===== src/hdl/gaze_moving_average_outlier_macros.svh =====
// Assertion macros shared by the gaze moving-average filter modules.
`ifndef GAZE_MOVING_AVERAGE_OUTLIER_MACROS_SVH
`define GAZE_MOVING_AVERAGE_OUTLIER_MACROS_SVH

// Same-cycle implication, checked at every rising edge outside reset.
`define GMA_ASSERT(label, clk, rst_n, ante, cons, msg) \
  label: assert property (@(posedge clk) disable iff (!rst_n) (ante) |-> (cons)) \
    else $error(msg);

// Next-cycle implication, checked at every rising edge outside reset.
`define GMA_ASSERT_NEXT(label, clk, rst_n, ante, cons, msg) \
  label: assert property (@(posedge clk) disable iff (!rst_n) (ante) |=> (cons)) \
    else $error(msg);

`endif


===== src/hdl/gma_pkg.sv =====
// Shared constants and command/status types of the gaze moving-average filter.
`default_nettype none

package gma_pkg;

  // Window depth used when the top level is not overridden.
  localparam int WINDOW_DEF = 8;

  // Field widths.
  localparam int COORD_W = 16;
  localparam int GAUSS_W = 4;
  localparam int KSQ_W   = 2 * GAUSS_W;

  // Configuration port.
  localparam int CFG_IDX_W  = 1;
  localparam int CFG_DATA_W = GAUSS_W;
  localparam logic [CFG_IDX_W-1:0] CFG_OUTLIER_ENABLE = 1'b0;
  localparam logic [CFG_IDX_W-1:0] CFG_GAUSS_FACTOR   = 1'b1;
  localparam logic [GAUSS_W-1:0]   GAUSS_RESET        = 4'd3;

  // Operations the sequencer hands to each axis lane.
  typedef enum logic [1:0] {
    OP_TEST,
    OP_PUSH,
    OP_AVG
  } gma_op_t;

  typedef struct packed {
    logic    start;
    gma_op_t op;
    logic    keep;
  } gma_cmd_t;

  typedef struct packed {
    logic done;
    logic outside;
  } gma_sts_t;

endpackage

`default_nettype wire


===== src/hdl/gma_if.sv =====
// Valid/ready channel interfaces for gaze points and window averages.
`default_nettype none

interface gma_gaze_if;
  logic                         valid;
  logic                         ready;
  logic [gma_pkg::COORD_W-1:0]  gaze_x;
  logic [gma_pkg::COORD_W-1:0]  gaze_y;

  modport source (output valid, output gaze_x, output gaze_y, input ready);
  modport sink (input valid, input gaze_x, input gaze_y, output ready);
endinterface

interface gma_avg_if;
  logic                         valid;
  logic                         ready;
  logic [gma_pkg::COORD_W-1:0]  avg_x;
  logic [gma_pkg::COORD_W-1:0]  avg_y;

  modport source (output valid, output avg_x, output avg_y, input ready);
  modport sink (input valid, input avg_x, input avg_y, output ready);
endinterface

`default_nettype wire


===== src/hdl/gma_ram.sv =====
// Generic single-write, single-read RAM with registered read data.
`default_nettype none

module gma_ram #(
  parameter int WIDTH = 16,
  parameter int DEPTH = 8,
  localparam int AW = $clog2(DEPTH)
) (
  input  wire logic             clk,
  input  wire logic             we,
  input  wire logic [AW-1:0]    waddr,
  input  wire logic [WIDTH-1:0] wdata,
  input  wire logic [AW-1:0]    raddr,
  output logic      [WIDTH-1:0] rdata
);

  logic [WIDTH-1:0] mem_r [DEPTH];
  logic [WIDTH-1:0] rdata_r;

  // Write port and registered read port.
  always_ff @(posedge clk) begin
    if (we) begin
      mem_r[waddr] <= wdata;
    end
    rdata_r <= mem_r[raddr];
  end

  assign rdata = rdata_r;

endmodule

`default_nettype wire


===== src/hdl/gma_axis.sv =====
// One axis lane: ring store, running sums, bit-serial multiplier and divider.
`default_nettype none
`include "gaze_moving_average_outlier_macros.svh"

module gma_axis #(
  parameter int WINDOW = gma_pkg::WINDOW_DEF,
  localparam int AW = $clog2(WINDOW)
) (
  input  wire logic                          clk,
  input  wire logic                          rst_n,
  input  wire gma_pkg::gma_cmd_t             cmd,
  input  wire logic [AW-1:0]                 slot,
  input  wire logic                          filled,
  input  wire logic [gma_pkg::GAUSS_W-1:0]   gauss,
  input  wire logic [gma_pkg::COORD_W-1:0]   v,
  output gma_pkg::gma_sts_t                  sts,
  output logic      [gma_pkg::COORD_W-1:0]   avg
);

  localparam int CW_  = gma_pkg::COORD_W;
  localparam int LW   = $clog2(WINDOW);
  localparam int SW   = CW_ + LW;
  localparam int QW   = 2 * CW_ + LW;
  localparam int PW   = 2 * SW + gma_pkg::KSQ_W;
  localparam int RW   = LW + 1;
  localparam int NW   = $clog2(CW_);
  localparam logic [SW-1:0] W_SW     = SW'(WINDOW);
  localparam logic [RW-1:0] W_RW     = RW'(WINDOW);
  localparam logic [NW-1:0] CNT_LAST = NW'(CW_ - 1);

  typedef enum logic [3:0] {
    A_IDLE,
    A_MEAN,
    A_WV,
    A_SS,
    A_WQ,
    A_DD,
    A_KV,
    A_RD,
    A_NN,
    A_OO,
    A_AVG
  } axis_state_t;

  axis_state_t state_r, state_nxt;
  logic [SW-1:0]     sum_r, sum_nxt;
  logic [QW-1:0]     sumsq_r, sumsq_nxt;
  logic [CW_-1:0]    mean_r, mean_nxt;
  logic [CW_-1:0]    avg_r, avg_nxt;
  logic [SW-1:0]     d_r, d_nxt;
  logic [2*SW-1:0]   ss_r, ss_nxt;
  logic [2*SW-1:0]   var_r, var_nxt;
  logic [2*SW-1:0]   dd_r, dd_nxt;
  logic [CW_-1:0]    n_r, n_nxt;
  logic [CW_-1:0]    o_r, o_nxt;
  logic              outside_r, outside_nxt;
  logic              done_r, done_nxt;
  logic [PW-1:0]     ma_r, ma_nxt;
  logic [SW-1:0]     mb_r, mb_nxt;
  logic [PW-1:0]     macc_r, macc_nxt;
  logic [CW_-1:0]    dv_r, dv_nxt;
  logic [RW-1:0]     rem_r, rem_nxt;
  logic [NW-1:0]     cnt_r, cnt_nxt;

  logic [gma_pkg::KSQ_W-1:0] ksq;
  logic              mul_fin;
  logic [PW-1:0]     macc_step;
  logic [RW-1:0]     div_t;
  logic              div_ge;
  logic [RW-1:0]     div_rem;
  logic [CW_-1:0]    div_quot;
  logic [SW-1:0]     wv;
  logic [2*SW-1:0]   wq;
  logic              ram_we;
  logic [CW_-1:0]    ram_rdata;

  // Ring of stored values for this axis.
  gma_ram #(
    .WIDTH (CW_),
    .DEPTH (WINDOW)
  ) u_ring (
    .clk   (clk),
    .we    (ram_we),
    .waddr (slot),
    .wdata (n_r),
    .raddr (slot),
    .rdata (ram_rdata)
  );

  assign ksq = gma_pkg::KSQ_W'(gauss) * gma_pkg::KSQ_W'(gauss);

  // Shift-add multiplier: one multiplier bit per cycle, done when it runs out.
  assign mul_fin   = (mb_r == '0);
  assign macc_step = macc_r + (mb_r[0] ? ma_r : '0);

  // Restoring divider by the window depth: one quotient bit per cycle.
  assign div_t    = {rem_r[RW-2:0], dv_r[CW_-1]};
  assign div_ge   = (div_t >= W_RW);
  assign div_rem  = div_ge ? (div_t - W_RW) : div_t;
  assign div_quot = {dv_r[CW_-2:0], div_ge};

  assign wv = macc_r[SW-1:0];
  assign wq = macc_r[2*SW-1:0];

  // Sequencer of the lane and its datapath.
  always_comb begin
    state_nxt   = state_r;
    sum_nxt     = sum_r;
    sumsq_nxt   = sumsq_r;
    mean_nxt    = mean_r;
    avg_nxt     = avg_r;
    d_nxt       = d_r;
    ss_nxt      = ss_r;
    var_nxt     = var_r;
    dd_nxt      = dd_r;
    n_nxt       = n_r;
    o_nxt       = o_r;
    outside_nxt = outside_r;
    done_nxt    = 1'b0;
    ma_nxt      = ma_r;
    mb_nxt      = mb_r;
    macc_nxt    = macc_r;
    dv_nxt      = dv_r;
    rem_nxt     = rem_r;
    cnt_nxt     = cnt_r;
    ram_we      = 1'b0;

    // The multiplier advances whenever bits of its multiplier are left.
    if (!mul_fin) begin
      macc_nxt = macc_step;
      ma_nxt   = ma_r << 1;
      mb_nxt   = mb_r >> 1;
    end

    unique case (state_r)
      A_IDLE: begin
        if (cmd.start) begin
          unique case (cmd.op)
            gma_pkg::OP_TEST: begin
              rem_nxt   = RW'(sum_r[SW-1:CW_]);
              dv_nxt    = sum_r[CW_-1:0];
              cnt_nxt   = CNT_LAST;
              state_nxt = A_MEAN;
            end
            gma_pkg::OP_PUSH: begin
              n_nxt     = cmd.keep ? v : mean_r;
              state_nxt = A_RD;
            end
            gma_pkg::OP_AVG: begin
              rem_nxt   = RW'(sum_r[SW-1:CW_]);
              dv_nxt    = sum_r[CW_-1:0];
              cnt_nxt   = CNT_LAST;
              state_nxt = A_AVG;
            end
            default: begin
              done_nxt = 1'b1;
            end
          endcase
        end
      end

      // Window mean of the current sum, then W times the new value.
      A_MEAN: begin
        rem_nxt = div_rem;
        dv_nxt  = div_quot;
        cnt_nxt = cnt_r - 1'b1;
        if (cnt_r == '0) begin
          mean_nxt  = div_quot;
          ma_nxt    = PW'(v);
          mb_nxt    = W_SW;
          macc_nxt  = '0;
          state_nxt = A_WV;
        end
      end

      // Distance of W*v from the sum, then the square of the sum.
      A_WV: begin
        if (mul_fin) begin
          d_nxt     = (wv >= sum_r) ? (wv - sum_r) : (sum_r - wv);
          ma_nxt    = PW'(sum_r);
          mb_nxt    = sum_r;
          macc_nxt  = '0;
          state_nxt = A_SS;
        end
      end

      // Square of the sum is kept, then W times the sum of squares.
      A_SS: begin
        if (mul_fin) begin
          ss_nxt    = wq;
          ma_nxt    = PW'(sumsq_r);
          mb_nxt    = W_SW;
          macc_nxt  = '0;
          state_nxt = A_WQ;
        end
      end

      // Scaled variance, clamped at zero, then the squared distance.
      A_WQ: begin
        if (mul_fin) begin
          var_nxt   = (wq >= ss_r) ? (wq - ss_r) : '0;
          ma_nxt    = PW'(d_r);
          mb_nxt    = d_r;
          macc_nxt  = '0;
          state_nxt = A_DD;
        end
      end

      // Squared distance is kept, then k squared times the variance.
      A_DD: begin
        if (mul_fin) begin
          dd_nxt    = wq;
          ma_nxt    = PW'(var_r);
          mb_nxt    = SW'(ksq);
          macc_nxt  = '0;
          state_nxt = A_KV;
        end
      end

      // The value lies outside the band when its distance exceeds the bound.
      A_KV: begin
        if (mul_fin) begin
          outside_nxt = (PW'(dd_r) > macc_r);
          done_nxt    = 1'b1;
          state_nxt   = A_IDLE;
        end
      end

      // Oldest entry reads as zero until the ring has wrapped once.
      A_RD: begin
        o_nxt     = filled ? ram_rdata : '0;
        ma_nxt    = PW'(n_r);
        mb_nxt    = SW'(n_r);
        macc_nxt  = '0;
        state_nxt = A_NN;
      end

      // Square of the new value, then the square of the old one.
      A_NN: begin
        if (mul_fin) begin
          ss_nxt    = wq;
          ma_nxt    = PW'(o_r);
          mb_nxt    = SW'(o_r);
          macc_nxt  = '0;
          state_nxt = A_OO;
        end
      end

      // Replace the old entry and update both running sums.
      A_OO: begin
        if (mul_fin) begin
          sum_nxt   = sum_r + SW'(n_r) - SW'(o_r);
          sumsq_nxt = sumsq_r + QW'(ss_r) - QW'(macc_r);
          ram_we    = 1'b1;
          done_nxt  = 1'b1;
          state_nxt = A_IDLE;
        end
      end

      // Window average of the updated sum.
      A_AVG: begin
        rem_nxt = div_rem;
        dv_nxt  = div_quot;
        cnt_nxt = cnt_r - 1'b1;
        if (cnt_r == '0) begin
          avg_nxt   = div_quot;
          done_nxt  = 1'b1;
          state_nxt = A_IDLE;
        end
      end

      default: begin
        state_nxt = A_IDLE;
      end
    endcase
  end

  // State, running sums and datapath registers.
  always_ff @(posedge clk) begin
    if (!rst_n) begin
      state_r <= A_IDLE;
      done_r  <= 1'b0;
      sum_r   <= '0;
      sumsq_r <= '0;
      mb_r    <= '0;
    end else begin
      state_r <= state_nxt;
      done_r  <= done_nxt;
      sum_r   <= sum_nxt;
      sumsq_r <= sumsq_nxt;
      mb_r    <= mb_nxt;
    end
    mean_r    <= mean_nxt;
    avg_r     <= avg_nxt;
    d_r       <= d_nxt;
    ss_r      <= ss_nxt;
    var_r     <= var_nxt;
    dd_r      <= dd_nxt;
    n_r       <= n_nxt;
    o_r       <= o_nxt;
    outside_r <= outside_nxt;
    ma_r      <= ma_nxt;
    macc_r    <= macc_nxt;
    dv_r      <= dv_nxt;
    rem_r     <= rem_nxt;
    cnt_r     <= cnt_nxt;
  end

  assign sts.done    = done_r;
  assign sts.outside = outside_r;
  assign avg         = avg_r;

  // A command arrives only while the lane is idle.
  `GMA_ASSERT(a_start_idle, clk, rst_n, cmd.start, state_r == A_IDLE, "command while lane busy")
  // Completion is a single-cycle pulse.
  `GMA_ASSERT_NEXT(a_done_pulse, clk, rst_n, done_r, !done_r, "done held for two cycles")
  // The partial remainder stays below the window depth while dividing.
  `GMA_ASSERT(a_rem_bound, clk, rst_n, state_r == A_MEAN || state_r == A_AVG, rem_r < W_RW, "divider remainder out of range")

endmodule

`default_nettype wire


===== src/hdl/gaze_moving_average_outlier.sv =====
// Top level of the gaze moving-average filter with sigma outlier gate.
//
//   channel  dir  handshake          payload
//   in_gaze  in   valid/ready        gaze_x, gaze_y  (Q12.4, zero = invalid)
//   out_avg  out  valid/ready        avg_x, avg_y    (window averages, Q12.4)
//   cfg      in   cfg_we, no wait    cfg_index, cfg_wdata
//
// An item runs longest with the sigma gate on and shortest when nothing is stored; the
// bit-serial multiplier and divider of each axis lane, one operand bit per cycle, set its
// run time. A multiply ends early on short operands, so the lanes may finish apart and the
// slower one counts.
// Reset is synchronous and needs no clearing pass: a fill flag makes unwritten
// ring entries read as zero. in_gaze is ready whenever the sequencer is idle;
// a result waits in the output register while out_avg stalls.
`default_nettype none
`include "gaze_moving_average_outlier_macros.svh"

module gaze_moving_average_outlier #(
  parameter int WINDOW = gma_pkg::WINDOW_DEF,
  localparam int AW = $clog2(WINDOW)
) (
  input  wire logic                             clk,
  input  wire logic                             rst_n,
  gma_gaze_if.sink                              in_gaze,
  gma_avg_if.source                             out_avg,
  input  wire logic                             cfg_we,
  input  wire logic [gma_pkg::CFG_IDX_W-1:0]    cfg_index,
  input  wire logic [gma_pkg::CFG_DATA_W-1:0]   cfg_wdata
);

  localparam logic [AW-1:0] SLOT_LAST = AW'(WINDOW - 1);

  typedef enum logic [2:0] {
    T_IDLE,
    T_TEST,
    T_PUSH,
    T_AVG,
    T_HOLD
  } top_state_t;

  top_state_t state_r, state_nxt;
  gma_pkg::gma_cmd_t cmd_r, cmd_nxt;
  logic [AW-1:0]                  slot_r, slot_nxt;
  logic                           filled_r, filled_nxt;
  logic [gma_pkg::COORD_W-1:0]    gx_r, gx_nxt;
  logic [gma_pkg::COORD_W-1:0]    gy_r, gy_nxt;
  logic                           out_valid_r, out_valid_nxt;
  logic [gma_pkg::COORD_W-1:0]    avg_x_r, avg_x_nxt;
  logic [gma_pkg::COORD_W-1:0]    avg_y_r, avg_y_nxt;
  logic                           lane_x_done_r, lane_x_done_nxt;
  logic                           lane_y_done_r, lane_y_done_nxt;
  logic                           outlier_enable_r;
  logic [gma_pkg::GAUSS_W-1:0]    gauss_factor_r;

  logic                           in_accept;
  logic                           pt_valid;
  logic                           lanes_done;
  logic                           seq_waiting;
  gma_pkg::gma_sts_t              sts_x;
  gma_pkg::gma_sts_t              sts_y;
  logic [gma_pkg::COORD_W-1:0]    lane_avg_x;
  logic [gma_pkg::COORD_W-1:0]    lane_avg_y;

  // Configuration registers.
  always_ff @(posedge clk) begin
    if (!rst_n) begin
      outlier_enable_r <= 1'b0;
      gauss_factor_r   <= gma_pkg::GAUSS_RESET;
    end else if (cfg_we) begin
      unique case (cfg_index)
        gma_pkg::CFG_OUTLIER_ENABLE: outlier_enable_r <= cfg_wdata[0];
        gma_pkg::CFG_GAUSS_FACTOR:   gauss_factor_r   <= cfg_wdata;
        default: ;
      endcase
    end
  end

  // Axis lanes take the same commands; their run times depend on the data.
  gma_axis #(
    .WINDOW (WINDOW)
  ) u_axis_x (
    .clk    (clk),
    .rst_n  (rst_n),
    .cmd    (cmd_r),
    .slot   (slot_r),
    .filled (filled_r),
    .gauss  (gauss_factor_r),
    .v      (gx_r),
    .sts    (sts_x),
    .avg    (lane_avg_x)
  );

  gma_axis #(
    .WINDOW (WINDOW)
  ) u_axis_y (
    .clk    (clk),
    .rst_n  (rst_n),
    .cmd    (cmd_r),
    .slot   (slot_r),
    .filled (filled_r),
    .gauss  (gauss_factor_r),
    .v      (gy_r),
    .sts    (sts_y),
    .avg    (lane_avg_y)
  );

  assign in_gaze.ready = (state_r == T_IDLE);
  assign in_accept     = in_gaze.valid && in_gaze.ready;
  assign pt_valid      = (in_gaze.gaze_x != '0) && (in_gaze.gaze_y != '0);

  // A command is complete once both lanes have reported, in any order.
  assign lanes_done  = (lane_x_done_r || sts_x.done) && (lane_y_done_r || sts_y.done);
  assign seq_waiting = (state_r == T_TEST) || (state_r == T_PUSH) || (state_r == T_AVG);

  // Item sequencer: optional gate test, store of valid points, average, then hand over the result.
  always_comb begin
    state_nxt       = state_r;
    cmd_nxt         = '{start: 1'b0, op: gma_pkg::OP_AVG, keep: 1'b0};
    slot_nxt        = slot_r;
    filled_nxt      = filled_r;
    gx_nxt          = gx_r;
    gy_nxt          = gy_r;
    out_valid_nxt   = out_valid_r && !out_avg.ready;
    avg_x_nxt       = avg_x_r;
    avg_y_nxt       = avg_y_r;
    lane_x_done_nxt = lane_x_done_r || sts_x.done;
    lane_y_done_nxt = lane_y_done_r || sts_y.done;

    unique case (state_r)
      T_IDLE: begin
        if (in_accept) begin
          gx_nxt = in_gaze.gaze_x;
          gy_nxt = in_gaze.gaze_y;
          if (pt_valid && outlier_enable_r) begin
            cmd_nxt   = '{start: 1'b1, op: gma_pkg::OP_TEST, keep: 1'b0};
            state_nxt = T_TEST;
          end else if (pt_valid) begin
            cmd_nxt   = '{start: 1'b1, op: gma_pkg::OP_PUSH, keep: 1'b1};
            state_nxt = T_PUSH;
          end else begin
            cmd_nxt   = '{start: 1'b1, op: gma_pkg::OP_AVG, keep: 1'b0};
            state_nxt = T_AVG;
          end
        end
      end

      // The point is kept if either axis lies outside its band.
      T_TEST: begin
        if (lanes_done) begin
          lane_x_done_nxt = 1'b0;
          lane_y_done_nxt = 1'b0;
          cmd_nxt   = '{start: 1'b1, op: gma_pkg::OP_PUSH,
                        keep: sts_x.outside || sts_y.outside};
          state_nxt = T_PUSH;
        end
      end

      // Advance the ring slot; the ring is full once it wraps.
      T_PUSH: begin
        if (lanes_done) begin
          lane_x_done_nxt = 1'b0;
          lane_y_done_nxt = 1'b0;
          if (slot_r == SLOT_LAST) begin
            slot_nxt   = '0;
            filled_nxt = 1'b1;
          end else begin
            slot_nxt = slot_r + 1'b1;
          end
          cmd_nxt   = '{start: 1'b1, op: gma_pkg::OP_AVG, keep: 1'b0};
          state_nxt = T_AVG;
        end
      end

      T_AVG: begin
        if (lanes_done) begin
          lane_x_done_nxt = 1'b0;
          lane_y_done_nxt = 1'b0;
          state_nxt       = T_HOLD;
        end
      end

      // Load the output register once it is free.
      T_HOLD: begin
        if (!out_valid_r || out_avg.ready) begin
          out_valid_nxt = 1'b1;
          avg_x_nxt     = lane_avg_x;
          avg_y_nxt     = lane_avg_y;
          state_nxt     = T_IDLE;
        end
      end

      default: begin
        state_nxt = T_IDLE;
      end
    endcase
  end

  // Sequencer state and registered outputs.
  always_ff @(posedge clk) begin
    if (!rst_n) begin
      state_r       <= T_IDLE;
      cmd_r         <= '{start: 1'b0, op: gma_pkg::OP_AVG, keep: 1'b0};
      slot_r        <= '0;
      filled_r      <= 1'b0;
      out_valid_r   <= 1'b0;
      lane_x_done_r <= 1'b0;
      lane_y_done_r <= 1'b0;
    end else begin
      state_r       <= state_nxt;
      cmd_r         <= cmd_nxt;
      slot_r        <= slot_nxt;
      filled_r      <= filled_nxt;
      out_valid_r   <= out_valid_nxt;
      lane_x_done_r <= lane_x_done_nxt;
      lane_y_done_r <= lane_y_done_nxt;
    end
    gx_r    <= gx_nxt;
    gy_r    <= gy_nxt;
    avg_x_r <= avg_x_nxt;
    avg_y_r <= avg_y_nxt;
  end

  assign out_avg.valid = out_valid_r;
  assign out_avg.avg_x = avg_x_r;
  assign out_avg.avg_y = avg_y_r;

  // Each lane reports completion once per command.
  `GMA_ASSERT(a_x_done_once, clk, rst_n, sts_x.done, !lane_x_done_r, "x lane done twice")
  `GMA_ASSERT(a_y_done_once, clk, rst_n, sts_y.done, !lane_y_done_r, "y lane done twice")
  // A lane completes only while the sequencer waits for it.
  `GMA_ASSERT(a_done_when_waiting, clk, rst_n, sts_x.done || sts_y.done, seq_waiting, "lane done while idle")
  // Once the ring has wrapped it stays full.
  `GMA_ASSERT_NEXT(a_filled_sticky, clk, rst_n, filled_r, filled_r, "fill flag dropped")
  // The write slot stays inside the ring.
  `GMA_ASSERT(a_slot_bound, clk, rst_n, 1'b1, slot_r <= SLOT_LAST, "write slot beyond ring")

endmodule

`default_nettype wire

===== src/flat_wrapper.sv =====
// flat-port wrapper written by rule: the top's interface ports become plain ports
module gaze_moving_average_outlier_flat 
#(
  parameter int WINDOW = gma_pkg::WINDOW_DEF,
  localparam int AW = $clog2(WINDOW)
)
  (clk, rst_n, cfg_we, cfg_index, cfg_wdata, in_gaze_valid, in_gaze_gaze_x, in_gaze_gaze_y, in_gaze_ready, out_avg_valid, out_avg_avg_x, out_avg_avg_y, out_avg_ready);
  gma_gaze_if in_gaze_i ();
  gma_avg_if out_avg_i ();
  input  wire logic clk;
  input  wire logic rst_n;
  input  wire logic cfg_we;
  input  wire logic [gma_pkg::CFG_IDX_W-1:0] cfg_index;
  input  wire logic [gma_pkg::CFG_DATA_W-1:0] cfg_wdata;
  input wire logic [$bits(in_gaze_i.valid)-1:0] in_gaze_valid;
  input wire logic [$bits(in_gaze_i.gaze_x)-1:0] in_gaze_gaze_x;
  input wire logic [$bits(in_gaze_i.gaze_y)-1:0] in_gaze_gaze_y;
  output wire logic [$bits(in_gaze_i.ready)-1:0] in_gaze_ready;
  output wire logic [$bits(out_avg_i.valid)-1:0] out_avg_valid;
  output wire logic [$bits(out_avg_i.avg_x)-1:0] out_avg_avg_x;
  output wire logic [$bits(out_avg_i.avg_y)-1:0] out_avg_avg_y;
  input wire logic [$bits(out_avg_i.ready)-1:0] out_avg_ready;
  assign in_gaze_i.valid = in_gaze_valid;
  assign in_gaze_i.gaze_x = in_gaze_gaze_x;
  assign in_gaze_i.gaze_y = in_gaze_gaze_y;
  assign in_gaze_ready = in_gaze_i.ready;
  assign out_avg_valid = out_avg_i.valid;
  assign out_avg_avg_x = out_avg_i.avg_x;
  assign out_avg_avg_y = out_avg_i.avg_y;
  assign out_avg_i.ready = out_avg_ready;
  gaze_moving_average_outlier #(.WINDOW(WINDOW)) u_core (.clk(clk), .rst_n(rst_n), .in_gaze(in_gaze_i), .out_avg(out_avg_i), .cfg_we(cfg_we), .cfg_index(cfg_index), .cfg_wdata(cfg_wdata));
endmodule

===== config.mk =====
export PLATFORM = sky130hd
export DESIGN_NAME = gaze_moving_average_outlier_flat
export DESIGN_NICKNAME = d
export VERILOG_FILES = /design/src/hdl/gma_pkg.sv /design/src/hdl/gma_if.sv /design/src/hdl/gma_ram.sv /design/src/hdl/gma_axis.sv /design/src/hdl/gaze_moving_average_outlier.sv /design/src/flat_wrapper.sv
export VERILOG_INCLUDE_DIRS = /design/src /design/src/hdl
export SDC_FILE = /design/constraint.sdc
export NUM_CORES = 2
export LEC_CHECK = 0
export BUFFER_PORTS_ARGS = -buffer_cell sky130_fd_sc_hd__buf_2
export CAP_MARGIN = 25
export CORE_MARGIN = 8
export CORE_UTILIZATION = 58
export DETAILED_ROUTE_END_ITERATION = 10
export PLACE_DENSITY = 0.77
export SYNTH_ARGS = -nofsm -noshare
export SYNTH_HDL_FRONTEND = slang
export SYNTH_SLANG_ARGS = --single-unit
export TNS_END_PERCENT = 100

===== constraint.sdc =====
create_clock -name clk -period 4.11 [get_ports clk]
set_input_delay 0.822 -clock clk [delete_from_list [all_inputs] [get_ports clk]]
set_output_delay 0.822 -clock clk [all_outputs]
set_load 0.005 [all_outputs]

==> summary.txt <==
Outcome
  • Outcome: finished, final reports clean

GRT
  • Largest net degree at the start of global routing: 64
  • Global-route wire length before repair: 299000 microns
  • Vias in the first global route: 51229
  • Global Route Usage Sum: 31.0%
  • Initial antenna violation count: 5
  • GR Overflow Total: 0

Final layout
  • Final Core Density: 65.3%
  • Synthesis-to-finish area growth: 12.3%
  • Sequential cell area: 30700 sq um
  • Final Net Count: 7255
  • Multi-input logic area: 31500 sq um
  • FILL cells: 8741
  • Final Cell Area: 73100 sq um
  • Layout cells sized above 1: 9.89%

Pwr
  • Worst vdd ir: 1.53 mV
  • Sw power: 22.3 mW
  • Sw frac: 41.3%
  • Comb power frac: 48.5%
  • Overall power: 54.1 mW
  • Leakage Power: 29.3 nW
  • Reg power frac: 28.9%
  • Clock share of power: 22.6%
  • P per Cell Area: 739 nW/um^2
  • Internal: 31.7 mW

Logic synthesis
  • Synth area leader: edfxtp_1
  • Syn. warnings: 0
  • Share of the synthesized area in the top cell type: 35.1%
  • Sequential area share after synthesis: 47.1%
  • Syn Std Cell Area: 65200 sq um
  • Mapped Nets: 7105
  • Synthesized flop and latch total: 1153
  • Synth async-reset ratio: 0%
  • Post-synth EDFFs: 762
  • Post-synthesis cell count: 6517
  • Distinct cells, synth: 97
  • Syn Area/Cell: 10.0 sq um
  • Synth top area cells: edfxtp_1, dfxtp_1, ha_1, a21oi_1, nand2_1
  • Prevailing post-synth register cell: edfxtp_1

Setup path
  • CP Launch Type: register
  • Worst Path Arrival: 4.59 ns
  • CP required: 4.75 ns
  • R2r startpoint: u_core.u_axis_x.o_r[0]$_SDFFCE_PN0N_
  • Worst-path fanout max: 3
  • Critical path type: reg -> reg
  • Reg2reg setup slack: 0.16 ns
  • Setup crit end kind: register
  • FF-to-FF End: u_core.u_axis_x.sum_r[18]$_SDFFE_PN0P_
  • FF-to-FF path depth: 16

Floorplanning
  • Rows: 123
  • Die width: 351 microns
  • DIE HEIGHT: 351 microns
  • IO Count: 76
  • Initial Util: 58.2%
  • Die area: 123000 sq um
  • Core area: 112000 sq um

CTS
  • Clock slew at reported path FFs: 0.07 ns
  • Clock H-tree levels: 3
  • Num CTS Buffers: 120
  • CTS tree: done
  • Clk sinks: 1153
  • # hold bufs at CTS: 0
  • Skew-Pair Late Insertion Delay: 0.75 ns
  • Root buffer cell: clkbuf_16
  • CTS Buffer Depth: 3

Timing
  • Worst hold slack: 0.267 ns
  • Maximum clock frequency: 253 MHz
  • Hold Vio Cnt, Final: 0
  • Slew Viols, Final: 0
  • RSZ-0062 raised after global routing: yes
  • Tmin final: 3.95 ns
  • Slew HR: 29.0%
  • Tightest Pin Transition: 1.06 ns
  • Setup Skew: 0.0572 ns
  • Setup violations, final: 0
  • Fin crit share: 96.1%

Hold path
  • Hold path depth: 1
  • WHS Endpoint: u_core.gy_r[8]$_DFFE_PP_
  • Worst Hold Launch: in_gaze_gaze_y[8]
  • Hold Crit Class: in -> reg

Drt
  • Final wirelength: 196000 microns
  • Final antenna-violating net count: 0
  • Starting DRT DRC Count: 6326
  • # DRC: 0
  • Vias post-DR: 52618
  • 1st-pass router iterations: 10
  • Avg WL per Cell: 23.7 microns
  • Vias per std cell: 6.36

Run
  • Max Cap Viol: 0

Placed design
  • Hpwl dp: 139000 microns
  • Final RePlAce weighted congestion: 0.982
  • I/O Buffers: 75
  • Placed Instance Area: 68400 sq um
repair_timing:
action	4_1_cts	5_1_grt
gates resized for setup	1	37
pin swaps	0	7
setup buffers	0	3
setup endpoints to repair	1	60
flip-flops by register name, indices dropped and copies added (netlist names), 35 cells and up:
register	count
u_core.u_axis_x.ss_r	38
u_core.u_axis_y.u_ring.mem_r	128
u_core.u_axis_x.sumsq_r	35
u_core.u_axis_x.var_r	38
u_core.u_axis_y.sumsq_r	35
u_core.u_axis_y.ss_r	38
u_core.u_axis_x.dd_r	38
u_core.u_axis_x.macc_r	46
u_core.u_axis_y.ma_r	46
u_core.u_axis_y.macc_r	46
u_core.u_axis_x.ma_r	46
u_core.u_axis_y.var_r	38
u_core.u_axis_y.dd_r	38
u_core.u_axis_x.u_ring.mem_r	128
metal layers:
layer | GRT usage (%) | wire length (microns) | vias up
li1 | - | - | 23871
met1 | 41.1 | 77700 | 25296
met2 | 49.6 | 89300 | 2897
met3 | 6.04 | 19600 | 554
met4 | 13.9 | 9790 | 0
met5 | 0 | 0 | -
worst max-delay path by stage:
stage | startpoint | to | slack (ns) | cells past startpoint
2_1_floorplan | u_core.u_axis_x.mb_r[15]$_SDFF_PN0_ | u_core.u_axis_x.ss_r[0]$_DFFE_PP_ | 0.19 | 7
4_1_cts | u_core.u_axis_x.sum_r[2]$_SDFFE_PN0P_ | u_core.u_axis_x.sum_r[18]$_SDFFE_PN0P_ | 0.003 | 15
6_report | u_core.u_axis_x.o_r[0]$_SDFFCE_PN0N_ | u_core.u_axis_x.sum_r[18]$_SDFFE_PN0P_ | 0.16 | 16
3_5_place_dp | u_core.u_axis_x.ss_r[1]$_DFFE_PP_ | u_core.u_axis_x.sumsq_r[23]$_SDFFE_PN0P_ | 0.06 | 16
5_1_grt | u_core.u_axis_y.ss_r[0]$_DFFE_PP_ | u_core.u_axis_y.sumsq_r[18]$_SDFFE_PN0P_ | -0.008 | 18
3_3_place_gp | u_core.u_axis_y.sumsq_r[17]$_SDFFE_PN0P_ | u_core.u_axis_y.sumsq_r[32]$_SDFFE_PN0P_ | 0.16 | 16
layout make-up:
type                            count  area share (%)
Clock buffer                      145            4.37
Inverter                          596            3.06
Sequential cell                  1153            42.0
Multi-Input combinational cell   4484            43.1
Timing Repair Buffer              312            3.13
Clock inverter                     84            1.74
Tap cell                         1500            2.57
Antenna cell                        2         0.00684
Yosys cell counts, types with 29 or more instances:
| cell | count |
|---|---|
| a211oi_1 | 39 |
| a21o_1 | 190 |
| a21oi_1 | 524 |
| a221oi_1 | 29 |
| a222oi_1 | 41 |
| a22o_1 | 37 |
| a22oi_1 | 189 |
| a31oi_1 | 43 |
| and2_1 | 162 |
| and3_1 | 43 |
| clkbuf_1 | 245 |
| dfxtp_1 | 391 |
| edfxtp_1 | 762 |
| fa_1 | 109 |
| ha_1 | 437 |
| inv_1 | 594 |
| mux2_2 | 35 |
| mux2i_1 | 39 |
| nand2_1 | 611 |
| nand2b_1 | 64 |
| nand3_1 | 155 |
| nand4_1 | 101 |
| nor2_1 | 357 |
| nor2b_1 | 72 |
| nor3_1 | 112 |
| nor4_1 | 40 |
| o21ai_0 | 337 |
| o21bai_1 | 50 |
| o22ai_1 | 62 |
| xnor2_1 | 161 |
| xor2_1 | 109 |
layout by cell type, fill, tap and decap left out, types with 161 or more instances in the layout:
cell type	n
edfxtp_1	762
a21oi_1	513
xnor2_1	161
a22oi_1	189
nor2_1	346
dfxtp_1	387
a21o_1	190
inv_1	594
o21ai_0	336
nand2_1	611
ha_1	434
buf_4	225
cells by family after synthesis:
| family | Yosys count | share of synthesized area (%) |
|---|---|---|
| AO/OA/AOI/OAI | 1790 | 17.9 |
| XOR/XNOR | 270 | 3.63 |
| adder cells (fa/ha/maj) | 546 | 11.7 |
| buffers and inverters | 880 | 5.13 |
| flip-flops | 1153 | 47.1 |
| multiplexers | 77 | 1.27 |
| AND/OR/NAND/NOR | 1801 | 13.2 |
power groups by stage:
stage | combinational, mW | clock [mW] | sequential, mW
2_1_floorplan | 18.1 | 0 | 15.4
3_3_place_gp | 24.8 | 0 | 15.8
3_5_place_dp | 25.2 | 0 | 15.8
4_1_cts | 25.4 | 12.3 | 15.6
5_1_grt | 28.5 | 12.7 | 15.7
6_report | 26.2 | 12.2 | 15.6
worst max-delay path: stages, from the launching register on:
cell and delay, ns:
edfxtp_1 0.45, ha_1 0.31, inv_1 0.06, ha_1 0.15, inv_1 0.06, fa_1 0.47
nor2b_1 0.21, o31ai_2 0.11, a21oi_1 0.30, nor4_2 0.09, or4_1 0.54, nand3_1 0.15
o41ai_2 0.10, o21ai_0 0.23, xnor2_1 0.11, or3_1 0.31, a21oi_1 0.18
metrics by stage:
step / TNS, ns / instances / setup WS, ns
floorplan: 0 / 6517 / 0.189
global placement: 0 / 8039 / 0.159
detailed placement: 0 / 8040 / 0.0572
CTS: 0 / 8269 / 0.00283
global route: -0.00756 / 8274 / -0.00756
finish: 0 / 8276 / 0.162
No activity file was read; power rests on OpenSTA's default activity.
